File: config.mk
export PLATFORM = sky130hd
export DESIGN_NAME = char_class_interval_parser
export DESIGN_NICKNAME = d
export VERILOG_FILES = /design/src/hw/rtl/ccip_pkg.sv /design/src/hw/rtl/ccip_front.sv /design/src/hw/rtl/ccip_jobq.sv /design/src/hw/rtl/ccip_back.sv /design/src/hw/rtl/char_class_interval_parser.sv
export SDC_FILE = /design/constraint.sdc
export NUM_CORES = 1
export LEC_CHECK = 0
export ABC_CLOCK_PERIOD_IN_PS = 5700
export BUFFER_PORTS_ARGS = -buffer_cell sky130_fd_sc_hd__buf_2
export CORE_MARGIN = 2
export CORE_UTILIZATION = 55
export CTS_CLUSTER_SIZE = 10
export DETAILED_ROUTE_END_ITERATION = 6
export PLACE_DENSITY = 0.72
export SYNTH_ARGS = -nofsm -noshare
export SYNTH_HDL_FRONTEND = slang
export SYNTH_SLANG_ARGS = --single-unit
File: constraint.sdc
create_clock -name clk -period 5.7 [get_ports clk]
set_input_delay 0 -clock clk [delete_from_list [all_inputs] [get_ports clk]]
set_output_delay 0 -clock clk [all_outputs]
set_load 0.01 [all_outputs]
File: src/hw/rtl/ccip_pkg.sv
`default_nettype none
package ccip_pkg;

  localparam int unsigned CP_W = 21;

  localparam logic [CP_W-1:0] CP_MIN = 21'h000001;
  localparam logic [CP_W-1:0] CP_MAX = 21'h10FFFF;

  // result status codes
  localparam logic [2:0] ST_INTERVAL   = 3'd0;
  localparam logic [2:0] ST_CLOSE      = 3'd1;
  localparam logic [2:0] ST_NO_BRACKET = 3'd2;
  localparam logic [2:0] ST_BAD_ESC    = 3'd3;
  localparam logic [2:0] ST_HEX_SHORT  = 3'd4;
  localparam logic [2:0] ST_RANGE      = 3'd5;
  localparam logic [2:0] ST_DIGITS     = 3'd6;
  localparam logic [2:0] ST_ORDER      = 3'd7;

  // shorthand classes
  localparam logic [2:0] SH_DIGIT     = 3'd0;
  localparam logic [2:0] SH_NOT_DIGIT = 3'd1;
  localparam logic [2:0] SH_SPACE     = 3'd2;
  localparam logic [2:0] SH_NOT_SPACE = 3'd3;
  localparam logic [2:0] SH_WORD      = 3'd4;
  localparam logic [2:0] SH_NOT_WORD  = 3'd5;

  typedef struct packed {
    logic [CP_W-1:0] lo;
    logic [CP_W-1:0] hi;
    logic [2:0]      status;
    logic            negated;
  } result_t;

  // one item's worth of results: optional held literal, optional '-',
  // then either one explicit result or a shorthand burst
  typedef struct packed {
    logic            held_en;
    logic            dash_en;
    logic            main_en;
    logic            sh_en;
    logic [2:0]      sh_sel;
    logic [CP_W-1:0] held;
    result_t         main;
  } job_t;

  function automatic logic [2:0] sh_count(input logic [2:0] sel);
    logic [2:0] n;
    case (sel)
      SH_DIGIT:     n = 3'd1;
      SH_NOT_DIGIT: n = 3'd2;
      SH_SPACE:     n = 3'd2;
      SH_NOT_SPACE: n = 3'd3;
      SH_WORD:      n = 3'd4;
      SH_NOT_WORD:  n = 3'd5;
      default:      n = 3'd0;
    endcase
    return n;
  endfunction

  // {lo, hi} of interval idx of a shorthand class
  function automatic logic [2*CP_W-1:0] sh_interval(input logic [2:0] sel,
                                                    input logic [2:0] idx);
    logic [2*CP_W-1:0] r;
    case ({sel, idx})
      {SH_DIGIT,     3'd0}: r = {21'h30, 21'h39};
      {SH_NOT_DIGIT, 3'd0}: r = {CP_MIN, 21'h2F};
      {SH_NOT_DIGIT, 3'd1}: r = {21'h3A, CP_MAX};
      {SH_SPACE,     3'd0}: r = {21'h09, 21'h0D};
      {SH_SPACE,     3'd1}: r = {21'h20, 21'h20};
      {SH_NOT_SPACE, 3'd0}: r = {CP_MIN, 21'h08};
      {SH_NOT_SPACE, 3'd1}: r = {21'h0E, 21'h1F};
      {SH_NOT_SPACE, 3'd2}: r = {21'h21, CP_MAX};
      {SH_WORD,      3'd0}: r = {21'h30, 21'h39};
      {SH_WORD,      3'd1}: r = {21'h41, 21'h5A};
      {SH_WORD,      3'd2}: r = {21'h5F, 21'h5F};
      {SH_WORD,      3'd3}: r = {21'h61, 21'h7A};
      {SH_NOT_WORD,  3'd0}: r = {CP_MIN, 21'h2F};
      {SH_NOT_WORD,  3'd1}: r = {21'h3A, 21'h40};
      {SH_NOT_WORD,  3'd2}: r = {21'h5B, 21'h5E};
      {SH_NOT_WORD,  3'd3}: r = {21'h60, 21'h60};
      {SH_NOT_WORD,  3'd4}: r = {21'h7B, CP_MAX};
      default:              r = '0;
    endcase
    return r;
  endfunction

endpackage
`default_nettype wire

File: src/hw/rtl/ccip_front.sv
`default_nettype none
module ccip_front (
  input  wire logic                   clk,
  input  wire logic                   rst,
  input  wire logic                   push,
  input  wire logic                   q_full,
  input  wire logic [ccip_pkg::CP_W-1:0] code_point,
  input  wire logic                   end_of_text,
  output ccip_pkg::job_t              job,
  output logic                        job_push
);
  import ccip_pkg::*;

  localparam logic [2:0] PH_ITEM  = 3'd0;
  localparam logic [2:0] PH_HELD  = 3'd1;
  localparam logic [2:0] PH_DASH  = 3'd2;
  localparam logic [2:0] PH_ESC   = 3'd3;
  localparam logic [2:0] PH_UOPEN = 3'd4;
  localparam logic [2:0] PH_UFIX  = 3'd5;
  localparam logic [2:0] PH_UVAR0 = 3'd6;
  localparam logic [2:0] PH_UVAR  = 3'd7;

  localparam logic [CP_W-1:0] CH_DASH   = 21'h2D;
  localparam logic [CP_W-1:0] CH_BSLASH = 21'h5C;
  localparam logic [CP_W-1:0] CH_CARET  = 21'h5E;
  localparam logic [CP_W-1:0] CH_LBRACK = 21'h5B;
  localparam logic [CP_W-1:0] CH_RBRACK = 21'h5D;
  localparam logic [CP_W-1:0] CH_LBRACE = 21'h7B;
  localparam logic [CP_W-1:0] CH_RBRACE = 21'h7D;
  localparam logic [CP_W-1:0] CH_U      = 21'h75;
  localparam logic [CP_W-1:0] CH_N      = 21'h6E;
  localparam logic [CP_W-1:0] CH_F      = 21'h66;
  localparam logic [CP_W-1:0] CH_R      = 21'h72;
  localparam logic [CP_W-1:0] CH_T      = 21'h74;
  localparam logic [CP_W-1:0] CH_V      = 21'h76;
  localparam logic [CP_W-1:0] CH_A      = 21'h61;
  localparam logic [CP_W-1:0] CH_B      = 21'h62;
  localparam logic [CP_W-1:0] CH_E      = 21'h65;
  localparam logic [CP_W-1:0] CH_LC_D   = 21'h64;
  localparam logic [CP_W-1:0] CH_UC_D   = 21'h44;
  localparam logic [CP_W-1:0] CH_LC_S   = 21'h73;
  localparam logic [CP_W-1:0] CH_UC_S   = 21'h53;
  localparam logic [CP_W-1:0] CH_LC_W   = 21'h77;
  localparam logic [CP_W-1:0] CH_UC_W   = 21'h57;

  // {valid, value}
  function automatic logic [4:0] hex_value(input logic [CP_W-1:0] c);
    logic [4:0] r;
    if (c >= 21'h30 && c <= 21'h39) begin
      r = {1'b1, c[3:0]};
    end else if ((c >= 21'h41 && c <= 21'h46) || (c >= 21'h61 && c <= 21'h66)) begin
      r = {1'b1, c[3:0] + 4'd9};
    end else begin
      r = 5'd0;
    end
    return r;
  endfunction

  logic [2:0]      phase, phase_next;
  logic [CP_W-1:0] held_low, held_low_next;
  logic            dash_seen, dash_seen_next;
  logic [23:0]     hex_accum, hex_accum_next;
  logic [2:0]      hex_cnt, hex_cnt_next;
  logic            negate, negate_next;
  logic            first, first_next;

  logic [4:0]      hv;
  logic [23:0]     acc_shift;
  logic            sh_hit;
  logic [2:0]      sh_sel;
  logic            fail_en, close_en, si_en, dv_en, fx_en;
  logic [2:0]      fail_code;
  logic [CP_W-1:0] dv_val;
  logic [23:0]     fx_val;
  logic            in_acc;

  assign hv        = hex_value(code_point);
  assign acc_shift = {hex_accum[19:0], hv[3:0]};
  assign in_acc    = push && !q_full;

  always_comb begin
    sh_hit = 1'b1;
    case (code_point)
      CH_LC_D: sh_sel = SH_DIGIT;
      CH_UC_D: sh_sel = SH_NOT_DIGIT;
      CH_LC_S: sh_sel = SH_SPACE;
      CH_UC_S: sh_sel = SH_NOT_SPACE;
      CH_LC_W: sh_sel = SH_WORD;
      CH_UC_W: sh_sel = SH_NOT_WORD;
      default: begin
        sh_hit = 1'b0;
        sh_sel = SH_DIGIT;
      end
    endcase
  end

  always_comb begin
    phase_next     = phase;
    held_low_next  = held_low;
    dash_seen_next = dash_seen;
    hex_accum_next = hex_accum;
    hex_cnt_next   = hex_cnt;
    negate_next    = negate;
    first_next     = first;
    job       = '0;
    fail_en   = 1'b0;
    fail_code = ST_NO_BRACKET;
    close_en  = 1'b0;
    si_en     = 1'b0;
    dv_en     = 1'b0;
    dv_val    = '0;
    fx_en     = 1'b0;
    fx_val    = '0;

    if (end_of_text) begin
      fail_en = 1'b1;
      if (phase == PH_ESC) begin
        fail_code = ST_BAD_ESC;
      end else if (phase >= PH_UOPEN) begin
        fail_code = ST_HEX_SHORT;
      end
    end else begin
      case (phase)
        PH_ITEM: si_en = 1'b1;
        PH_HELD: begin
          if (code_point == CH_DASH) begin
            dash_seen_next = 1'b1;
            phase_next     = PH_DASH;
          end else begin
            job.held_en = 1'b1;
            job.held    = held_low;
            phase_next  = PH_ITEM;
            si_en       = 1'b1;
          end
        end
        PH_DASH: begin
          if (code_point == CH_RBRACK) begin
            // trailing '-' is a literal
            job.held_en = 1'b1;
            job.held    = held_low;
            job.dash_en = 1'b1;
            close_en    = 1'b1;
          end else if (code_point == CH_BSLASH) begin
            phase_next = PH_ESC;
          end else begin
            dv_en  = 1'b1;
            dv_val = code_point;
          end
        end
        PH_ESC: begin
          case (code_point)
            CH_U: begin
              hex_accum_next = '0;
              hex_cnt_next   = '0;
              phase_next     = PH_UOPEN;
            end
            CH_N: begin dv_en = 1'b1; dv_val = 21'h0A; end
            CH_F: begin dv_en = 1'b1; dv_val = 21'h0C; end
            CH_R: begin dv_en = 1'b1; dv_val = 21'h0D; end
            CH_T: begin dv_en = 1'b1; dv_val = 21'h09; end
            CH_V: begin dv_en = 1'b1; dv_val = 21'h0B; end
            CH_A: begin dv_en = 1'b1; dv_val = 21'h07; end
            CH_B: begin dv_en = 1'b1; dv_val = 21'h08; end
            CH_E: begin dv_en = 1'b1; dv_val = 21'h1B; end
            CH_BSLASH, CH_CARET, CH_LBRACK, CH_RBRACK, CH_DASH: begin
              dv_en  = 1'b1;
              dv_val = code_point;
            end
            default: begin
              // a shorthand cannot end a range
              if (!dash_seen && sh_hit) begin
                job.sh_en  = 1'b1;
                job.sh_sel = sh_sel;
                phase_next = PH_ITEM;
              end else begin
                fail_en   = 1'b1;
                fail_code = ST_BAD_ESC;
              end
            end
          endcase
        end
        PH_UOPEN, PH_UFIX: begin
          if (phase == PH_UOPEN && code_point == CH_LBRACE) begin
            phase_next = PH_UVAR0;
          end else if (!hv[4]) begin
            fail_en   = 1'b1;
            fail_code = ST_HEX_SHORT;
          end else begin
            hex_accum_next = acc_shift;
            hex_cnt_next   = hex_cnt + 3'd1;
            phase_next     = PH_UFIX;
            if (hex_cnt >= 3'd5) begin
              fx_en  = 1'b1;
              fx_val = acc_shift;
            end
          end
        end
        PH_UVAR0: begin
          if (!hv[4]) begin
            fail_en   = 1'b1;
            fail_code = ST_HEX_SHORT;
          end else begin
            hex_accum_next = {20'd0, hv[3:0]};
            hex_cnt_next   = 3'd1;
            phase_next     = PH_UVAR;
          end
        end
        PH_UVAR: begin
          // count of 7 marks a seventh digit, reported on the next item
          if (hex_cnt >= 3'd7) begin
            fail_en   = 1'b1;
            fail_code = ST_DIGITS;
          end else if (code_point == CH_RBRACE) begin
            fx_en  = 1'b1;
            fx_val = hex_accum;
          end else if (!hv[4]) begin
            fail_en   = 1'b1;
            fail_code = ST_HEX_SHORT;
          end else if (hex_cnt >= 3'd6) begin
            hex_cnt_next = 3'd7;
          end else begin
            hex_accum_next = acc_shift;
            hex_cnt_next   = hex_cnt + 3'd1;
          end
        end
        default: si_en = 1'b1;
      endcase
    end

    if (fx_en) begin
      if (fx_val < 24'(CP_MIN) || fx_val > 24'(CP_MAX)) begin
        fail_en   = 1'b1;
        fail_code = ST_RANGE;
      end else begin
        dv_en  = 1'b1;
        dv_val = fx_val[CP_W-1:0];
      end
    end

    if (dv_en) begin
      if (dash_seen) begin
        if (dv_val < held_low) begin
          fail_en   = 1'b1;
          fail_code = ST_ORDER;
        end else begin
          job.main_en    = 1'b1;
          job.main.lo    = held_low;
          job.main.hi    = dv_val;
          dash_seen_next = 1'b0;
          phase_next     = PH_ITEM;
        end
      end else begin
        held_low_next = dv_val;
        phase_next    = PH_HELD;
      end
    end

    if (si_en) begin
      if (code_point == CH_RBRACK) begin
        close_en = 1'b1;
      end else if (code_point == CH_CARET && first) begin
        negate_next = 1'b1;
        first_next  = 1'b0;
      end else begin
        first_next = 1'b0;
        if (code_point == CH_BSLASH) begin
          dash_seen_next = 1'b0;
          phase_next     = PH_ESC;
        end else begin
          held_low_next = code_point;
          phase_next    = PH_HELD;
        end
      end
    end

    if (close_en || fail_en) begin
      phase_next     = PH_ITEM;
      held_low_next  = '0;
      dash_seen_next = 1'b0;
      hex_accum_next = '0;
      hex_cnt_next   = '0;
      negate_next    = 1'b0;
      first_next     = 1'b1;
    end

    if (close_en) begin
      job.main_en      = 1'b1;
      job.main.lo      = '0;
      job.main.hi      = '0;
      job.main.status  = ST_CLOSE;
      job.main.negated = negate;
    end

    if (fail_en) begin
      job             = '0;
      job.main_en     = 1'b1;
      job.main.status = fail_code;
    end
  end

  assign job_push = in_acc && (job.held_en || job.dash_en || job.main_en || job.sh_en);

  always_ff @(posedge clk) begin
    if (rst) begin
      phase     <= PH_ITEM;
      held_low  <= '0;
      dash_seen <= 1'b0;
      hex_accum <= '0;
      hex_cnt   <= '0;
      negate    <= 1'b0;
      first     <= 1'b1;
    end else if (in_acc) begin
      phase     <= phase_next;
      held_low  <= held_low_next;
      dash_seen <= dash_seen_next;
      hex_accum <= hex_accum_next;
      hex_cnt   <= hex_cnt_next;
      negate    <= negate_next;
      first     <= first_next;
    end
  end

endmodule
`default_nettype wire

File: src/hw/rtl/ccip_jobq.sv
`default_nettype none
module ccip_jobq #(
  parameter int unsigned DEPTH = 4
) (
  input  wire logic           clk,
  input  wire logic           rst,
  input  wire logic           wr_en,
  input  wire ccip_pkg::job_t wr_job,
  output logic                full,
  input  wire logic           rd_en,
  output ccip_pkg::job_t      rd_job,
  output logic                empty
);
  import ccip_pkg::*;

  localparam int unsigned AW = (DEPTH > 1) ? $clog2(DEPTH) : 1;

  job_t            slots [DEPTH];
  logic [AW-1:0]   wr_ptr, rd_ptr;
  logic [AW:0]     count;
  logic            do_wr, do_rd;

  assign full   = (count == (AW+1)'(DEPTH));
  assign empty  = (count == '0);
  assign do_wr  = wr_en && !full;
  assign do_rd  = rd_en && !empty;
  assign rd_job = slots[rd_ptr];

  always_ff @(posedge clk) begin
    if (do_wr) begin
      slots[wr_ptr] <= wr_job;
    end
  end

  always_ff @(posedge clk) begin
    if (rst) begin
      wr_ptr <= '0;
      rd_ptr <= '0;
      count  <= '0;
    end else begin
      if (do_wr) begin
        wr_ptr <= (wr_ptr == AW'(DEPTH-1)) ? '0 : wr_ptr + 1'b1;
      end
      if (do_rd) begin
        rd_ptr <= (rd_ptr == AW'(DEPTH-1)) ? '0 : rd_ptr + 1'b1;
      end
      if (do_wr && !do_rd) begin
        count <= count + 1'b1;
      end else if (do_rd && !do_wr) begin
        count <= count - 1'b1;
      end
    end
  end

endmodule
`default_nettype wire

File: src/hw/rtl/ccip_back.sv
`default_nettype none
module ccip_back (
  input  wire logic                      clk,
  input  wire logic                      rst,
  input  wire ccip_pkg::job_t            job,
  input  wire logic                      job_valid,
  output logic                           job_pop,
  input  wire logic                      pop,
  output logic                           empty,
  output logic [ccip_pkg::CP_W-1:0]      interval_low,
  output logic [ccip_pkg::CP_W-1:0]      interval_high,
  output logic [2:0]                     status,
  output logic                           negated,
  output logic                           last
);
  import ccip_pkg::*;

  localparam logic [CP_W-1:0] CH_DASH = 21'h2D;

  logic [2:0]        step;
  logic [2:0]        pre, total, m;
  logic [2*CP_W-1:0] sh_pair;
  result_t           entry;
  logic              entry_last;
  logic              out_valid;
  logic              load;

  assign pre   = {2'd0, job.held_en} + {2'd0, job.dash_en};
  assign total = pre + {2'd0, job.main_en} + (job.sh_en ? sh_count(job.sh_sel) : 3'd0);
  assign m     = step - pre;
  assign sh_pair = sh_interval(job.sh_sel, m);

  always_comb begin
    entry = '0;
    if (step == 3'd0 && job.held_en) begin
      entry.lo = job.held;
      entry.hi = job.held;
    end else if (step < pre) begin
      entry.lo = CH_DASH;
      entry.hi = CH_DASH;
    end else if (job.main_en) begin
      entry = job.main;
    end else begin
      entry.lo = sh_pair[2*CP_W-1:CP_W];
      entry.hi = sh_pair[CP_W-1:0];
    end
  end

  assign entry_last = (step == total - 3'd1);
  assign load       = job_valid && (!out_valid || pop);
  assign job_pop    = load && entry_last;
  assign empty      = !out_valid;

  always_ff @(posedge clk) begin
    if (rst) begin
      step      <= '0;
      out_valid <= 1'b0;
    end else begin
      if (load) begin
        out_valid <= 1'b1;
        step      <= entry_last ? 3'd0 : step + 3'd1;
      end else if (pop) begin
        out_valid <= 1'b0;
      end
    end
  end

  always_ff @(posedge clk) begin
    if (load) begin
      interval_low  <= entry.lo;
      interval_high <= entry.hi;
      status        <= entry.status;
      negated       <= entry.negated;
      last          <= entry_last;
    end
  end

endmodule
`default_nettype wire

File: src/hw/rtl/char_class_interval_parser.sv
`default_nettype none
// Bracket-expression parser: takes one code point per cycle (text after the
// opening '[') and returns code point intervals, a close result carrying the
// negation flag, or an error code. The front end parses an item in the cycle
// it is taken and accepts one every cycle while the job queue has room; an
// item that gives results becomes one job in a JOB_DEPTH-entry queue. The back
// end turns a job into its results at one per cycle while the output is empty
// or popped; a job of up to five results (for \W) holds it until all are
// loaded. The queue absorbs such bursts; full rises only once it fills. Jobs
// are queued as their items are taken, then fed to the output, a single
// register that reloads in the same cycle it is popped.
module char_class_interval_parser #(
  parameter int unsigned JOB_DEPTH = 4
) (
  input  wire logic                      clk,
  input  wire logic                      rst,
  input  wire logic                      push,
  output logic                           full,
  input  wire logic [ccip_pkg::CP_W-1:0] code_point,
  input  wire logic                      end_of_text,
  input  wire logic                      pop,
  output logic                           empty,
  output logic [ccip_pkg::CP_W-1:0]      interval_low,
  output logic [ccip_pkg::CP_W-1:0]      interval_high,
  output logic [2:0]                     status,
  output logic                           negated,
  output logic                           last
);
  import ccip_pkg::*;

  job_t wr_job, rd_job;
  logic job_push, job_pop, q_empty;

  ccip_front u_front (
    .clk         (clk),
    .rst         (rst),
    .push        (push),
    .q_full      (full),
    .code_point  (code_point),
    .end_of_text (end_of_text),
    .job         (wr_job),
    .job_push    (job_push)
  );

  ccip_jobq #(
    .DEPTH (JOB_DEPTH)
  ) u_jobq (
    .clk    (clk),
    .rst    (rst),
    .wr_en  (job_push),
    .wr_job (wr_job),
    .full   (full),
    .rd_en  (job_pop),
    .rd_job (rd_job),
    .empty  (q_empty)
  );

  ccip_back u_back (
    .clk           (clk),
    .rst           (rst),
    .job           (rd_job),
    .job_valid     (!q_empty),
    .job_pop       (job_pop),
    .pop           (pop),
    .empty         (empty),
    .interval_low  (interval_low),
    .interval_high (interval_high),
    .status        (status),
    .negated       (negated),
    .last          (last)
  );

endmodule
`default_nettype wire

## Word level (Yosys, flattened, before mapping)

Memories as Yosys holds them, arrays and structs flattened. A register that Yosys moved wholly into a read port is not among the register bits.
Index checks and enable logic that the tools add are counted.

| storage, ports and cells | value |
|---|---|
| bits in registers | 112 |
| bits in writable memories | 296 |
| memory bits (read-only) | 1536 |
| bits of input ports | 26 |
| output and inout bits | 49 |
| logic and storage cells | 311 |
| memories kept | 2 |

Memories:

| name | words | width | rd ports | clocked after memory_dff | write ports | RTL line | RTL |
|---|---|---|---|---|---|---|---|
| (no name shown) | 64 | 24 | 1 | 0 | 0 | ccip_pkg.sv:64 | `case ({sel, idx})` |
| u_jobq.slots | 4 | 74 | 1 | 1 | 1 | ccip_jobq.sv:18 | `job_t slots [DEPTH];` |

| operators by class | value |
|---|---|
| add/sub/neg operators | 12 |
| magnitude comparators | 14 |
| equal/unequal tests | 48 |
| muxes and demuxes | 169 |
| bitwise operators | 1 |
| reductions and logical operators | 48 |

Operators with widths:

| operator | count |
|---|---|
| $eq 21x7->1 const B | 21 |
| $mux 24 | 16 |
| $mux 21 | 14 |
| $mux 42 | 6 |
| $pmux 21 s9 | 1 |
| $mux 3 | 41 |
| $pmux 24 s4 | 1 |
| $pmux 21 s2 | 2 |
| $mux 74 | 1 |
| $mux 1 | 60 |
| $pmux 24 s2 | 1 |
| $mux 46 | 1 |
| $pmux 3 s5 | 3 |
| $ge 21x7->1 const B | 2 |
| $le 21x7->1 const B | 2 |
| $mux 25 | 1 |
| $gt 24x21->1 const B | 1 |
| $lt 24x1->1 const B | 1 |
| $pmux 3 s4 | 2 |
| $eq 21x6->1 const B | 1 |
| $eq 3x3->1 const B | 7 |
| $ge 21x6->1 const B | 1 |
| $le 21x6->1 const B | 1 |
| $lt 21x21->1 | 1 |
| 41 further kinds | 104 |

## Logic depth before layout (Yosys ltp)

| depth | value |
|---|---|
| depth after elaboration | 29 |
| depth in mapped cells | 25 |
| depth with buffers taken out | 21 |

## Hierarchy

From an unflattened synthesis, not the netlist that was laid out.

| unflattened totals | value |
|---|---|
| cell total of the unflattened synthesis | 1391 |
| area, all modules | 19242.2 µm² |

Modules (own cells, without submodules):

| module | times used | cells an instance | area each (µm²) | seq. area each (µm²) |
|---|---|---|---|---|
| ccip_jobq | 1 | 436 | 11177.0 | 9068.7 |
| ccip_front | 1 | 667 | 4991.0 | 1081.0 |
| ccip_back | 1 | 287 | 3070.4 | 1491.4 |
| char_class_interval_parser | 1 | 1 | 3.8 | 0.0 |

## Least setup slack after synthesis

No wires, ideal clock.

| timing path | value |
|---|---|
| kind | register to register |
| start | register with a tool-made name |
| end | register u_jobq.count[2] |
| library setup time | 0.070 ns |
| data arrival time | 5.526 ns |
| data required time | 5.630 ns |
| setup slack | 0.103 ns |
| cell stages (with the launch flop) | 24 |
| path buffers | 3 |
| clock period less this slack | 5.597 ns |
| cells stage by stage | dfxtp_1 -> buf_1 -> buf_1 -> buf_1 -> mux4_2 -> ha_1 -> inv_1 -> ha_1 -> inv_1 -> ha_1 -> inv_1 -> fa_1 -> xor2_1 -> xnor2_1 -> xnor2_1 -> nor3_1 -> and2_1 -> inv_1 -> ha_1 -> inv_1 -> fa_1 -> xor2_1 -> or3_1 -> a21oi_1 |

RTL lines:

| element | RTL line | RTL |
|---|---|---|
| end signal, assigned | ccip_jobq.sv:48 | `count <= count + 1'b1;` |
| end signal, assigned | ccip_jobq.sv:50 | `count <= count - 1'b1;` |
| end, declared | ccip_jobq.sv:20 | `logic [AW:0] count;` |

## Worst setup path in the final report

| timing path | value |
|---|---|
| start | register u_front.hex_cnt[0] |
| end | register u_front.held_low[19] |

| on the way | value |
|---|---|
| longest elaborated chain between the ends | 17 |
| elaborated cells on any way between the ends | 38 |
| classes of those cells | order compare: 5; mux: 31; reduce/logical: 2 |

RTL lines:

| element | RTL line | RTL |
|---|---|---|
| start, declared | ccip_front.sv:63 | `logic [2:0] hex_cnt, hex_cnt_next;` |
| start signal, assigned | ccip_front.sv:317 | `hex_cnt <= hex_cnt_next;` |
| parallel branches: the longest is 16 deep, another holds $lt 24x1->1 | n/a |  |
| $mux 21 (*) | ccip_front.sv:276 | `if (close_en \|\| fail_en) begin` |
| end signal, assigned | ccip_front.sv:314 | `held_low <= held_low_next;` |
| end, declared | ccip_front.sv:60 | `logic [CP_W-1:0] held_low, held_low_next;` |

Mark *: on every way between the ends.
A chain may end at the register's enable or synchronous reset.

==> metrics.txt <==
Pwr Total 8.21 mW; hold path depth 4; Final Cell Area ~22000 µm²; worst hold endpoint u_front.held_low[7]$_SDFFE_PP0P_; CP dominant cell by count ha_1; CP Data Required Time a little over 6000 ps; top cells by area, synth edfxtp_1 52%, mux4_2 8.5%, dfxtp_1 6.8%; Residual DRC 0; CTS tree done; Setup crit end kind flop; largest net degree at the start of global routing 52; maximum VDD drop roughly 0.00025 V; placer congestion estimate 0.950; maximum clock path buffer count 3; placed cell area 20900 µm²; Layout Skew 20.9 ps; drt pass-1 iters 5; Max FO, Critical Path 19; Max Cap Violations 0; Worst R2R Setup Slack 320 ps; CP max stage delay 520 ps; Synth Area per Inst between 10 and 15 µm²; pwr/cell area 365 nW/µm²; CP Depth 21; register bit count reported by yosys 410; I/O Pins 75; Reg2Reg Capture Point u_front.held_low[19]$_SDFFE_PP0P_; period utilisation layout 94.4%; Worst-path clk slew roughly 50 ps; Synth area leader edfxtp_1; wirelength, routed 50600 µm; Port Buffer Count between 70 and 80; core area 35400 µm²; most common cell in the netlist edfxtp_1; GRT overflow 0; syn_nets 1612; wire length per cell about 24 µm; die height 193 µm; final setup fails 0; Post-Place Worst Slack 230 ps; routed vias/inst between 6 and 7; Detailed Route Iter0 Violations 1492; Crit Path Category reg2reg; dpl cells 2039; Pins Over Slew Limit 0; share of layout cells above drive strength 1 19.7%; Syn Inst Count 1536; Netlist Area Pre-Place 19700 µm²; ys flop type edfxtp_1; Tmin final 5380 ps; Fmax 186 MHz; post-synthesis sequential area ratio about three fifths; worst skew pair latency 550 ps; Post-synth EDFFs 343; crit-path cells ha_1 -> ha_1 -> a31o_2 -> nor4_1 -> nand3_1 -> o221a_2 -> a31oi_1 -> nand2_2 -> buf_4 -> o21ai_0 -> ha_1 -> nand2_1 -> nor4_2 -> nand2_1 -> a21oi_1 -> nand3_1 -> a21o_1 -> o21ba_2 -> a211o_1 -> o32a_4 -> o21ai_0; CTS Root Cell clkbuf_16; CP startpoint kind flop; slowest stage cell, crit path o32a_4; vias in the first global route 13.6k; Total Routing Usage GR a little over a quarter; CP bufs+invs 1; status finished clean; Initial Util 55.7%; Worst Setup SP u_front.hex_cnt[0]$_SDFFE_PP0P_; utilization after layout a little under two thirds; final hold viol count 0; Final Worst Setup Slack 318 ps; total CTS buffers between 40 and 50; final non-filler cell total 2134; Routed Antenna Nets 0; clock sinks 410; delay-heaviest family, CP compound AO/OA/AOI/OAI gates; routed via count 13.7k; Slew Limit Headroom 18.3%; Post-synth top cells 343 x edfxtp_1, 120 x nand2_1, 111 x o21ai_0; first-pass GRT wire length 78700 µm; Worst R2R Path Depth 21; Hold Crit Start code_point[7]; nets@finish 1728; full die area 37400 µm²; Yosys top cell area share 52.2%; Arrival @ worst endpoint 5850 ps; leakage around 8 nW; synth warn 0; worst r2r src u_front.hex_cnt[0]$_SDFFE_PP0P_; worst slew pin tran 1230 ps; die width 193 µm; row count just under 70; Synth cell types 84; area grow syn2layout 13.9%; Hold Path Class in2reg; hpwl dp roughly 34000 µm; n_diodes 0; asr flop ratio synth 0%; CTS H-tree depth 2; initial antenna violation count 0
==> state kept, by name, summed over array words and instances, names as in the netlist, named ones only <==
signal	cells
u_back.status	3
u_jobq.slots	296
u_jobq.rd_ptr	2
u_back.step	3
u_front.hex_cnt	3
u_back.negated	1
u_jobq.count	3
u_jobq.wr_ptr	2
u_back.out_valid	1
u_front.negate	1
u_back.last	1
u_front.held_low	21
u_back.interval_low	21
u_front.phase	3
u_back.interval_high	21
u_front.first	1
u_front.hex_accum	24
u_front.dash_seen	1
==> cell families after synthesis <==
logic type | count (synthesis) | share of synthesized area [%]
and+or+nand+nor | 472 | 12.6
DFF | 410 | 59.0
adders and majority gates | 50 | 3.29
xor gates and xnor gates | 15 | 0.666
muxes | 108 | 10.2
AOI/OAI and AO/OA | 310 | 10.8
buffers and inverters | 171 | 3.45
==> metrics by stage <==
step / hold WS [ps] / setup TNS [ps]
finish: 92.9 / 0
floorplan: 178 / 0
global placement: 306 / 0
CTS: 49.3 / 0
global route: 102 / -10.2
detailed placement: 325 / 0
==> layer usage <==
layer	vias to the layer above	share of wire, %	global-route usage, %
met5	-	0	0
met4	0	2.4	7.52
met3	104	7.8	4.74
met2	639	47	42.8
met1	6806	43	38.5
li1	6144	-	-
==> timing repair <==
item / 4_1_cts / 5_1_grt
hold buffers: 17 / 0
resized for setup: 0 / 6
setup buffers: 0 / 6
endpoints found under the hold margin: 17 / 0
setup endpoints to repair: 0 / 70
==> cell usage in the layout, fill, tap and decap left out, drive strengths merged, types with 14 or more instances in the layout <==
master         n
edfxtp       343
buf          150
nand2        120
o21ai        120
mux4          74
nor2          71
inv           71
dfxtp         67
clkbuf        66
nor3          53
a21oi         48
ha            47
nand3         45
nand2b        35
nor4          35
and3          32
mux2i         32
a22o          22
dlygate4sd3   17
a32oi         14
==> how the worst max path moves through the flow <==
stage                                    endpoint  slack [ps]
6_report        u_front.held_low[19]$_SDFFE_PP0P_         320
5_1_grt         u_front.hex_accum[7]$_SDFFE_PP0P_         -10
4_1_cts        u_front.hex_accum[14]$_SDFFE_PP0P_         200
3_5_place_dp   u_front.hex_accum[14]$_SDFFE_PP0P_         230
3_3_place_gp   u_front.hex_accum[20]$_SDFFE_PP0P_         440
2_1_floorplan        u_jobq.count[2]$_SDFFE_PP0P_         100
==> power by group <==
part	switching (mW)	leakage, nW	internal, mW
Clock	1.10	0.639	1.53
Sequential	0.0911	3.96	3.62
Combinational	1.19	3.29	0.674
Total	2.38	7.90	5.83
==> worst min-delay path: cells and delay by family <==
family / cells / cell delay, ps
simple gates: 1 / 90
buf+inv: 1 / 210
compound gates: 2 / 280
==> cell type report <==
class	instances	area (µm²)
multi-input combinational	955	7460
timing repair buffer	168	1200
tap	461	577
sequential	410	11600
clock inverter	6	52.6
inverter	69	259
fill	2670	12900
clock buffer	65	1260
(Power assumes the default switching activity.)
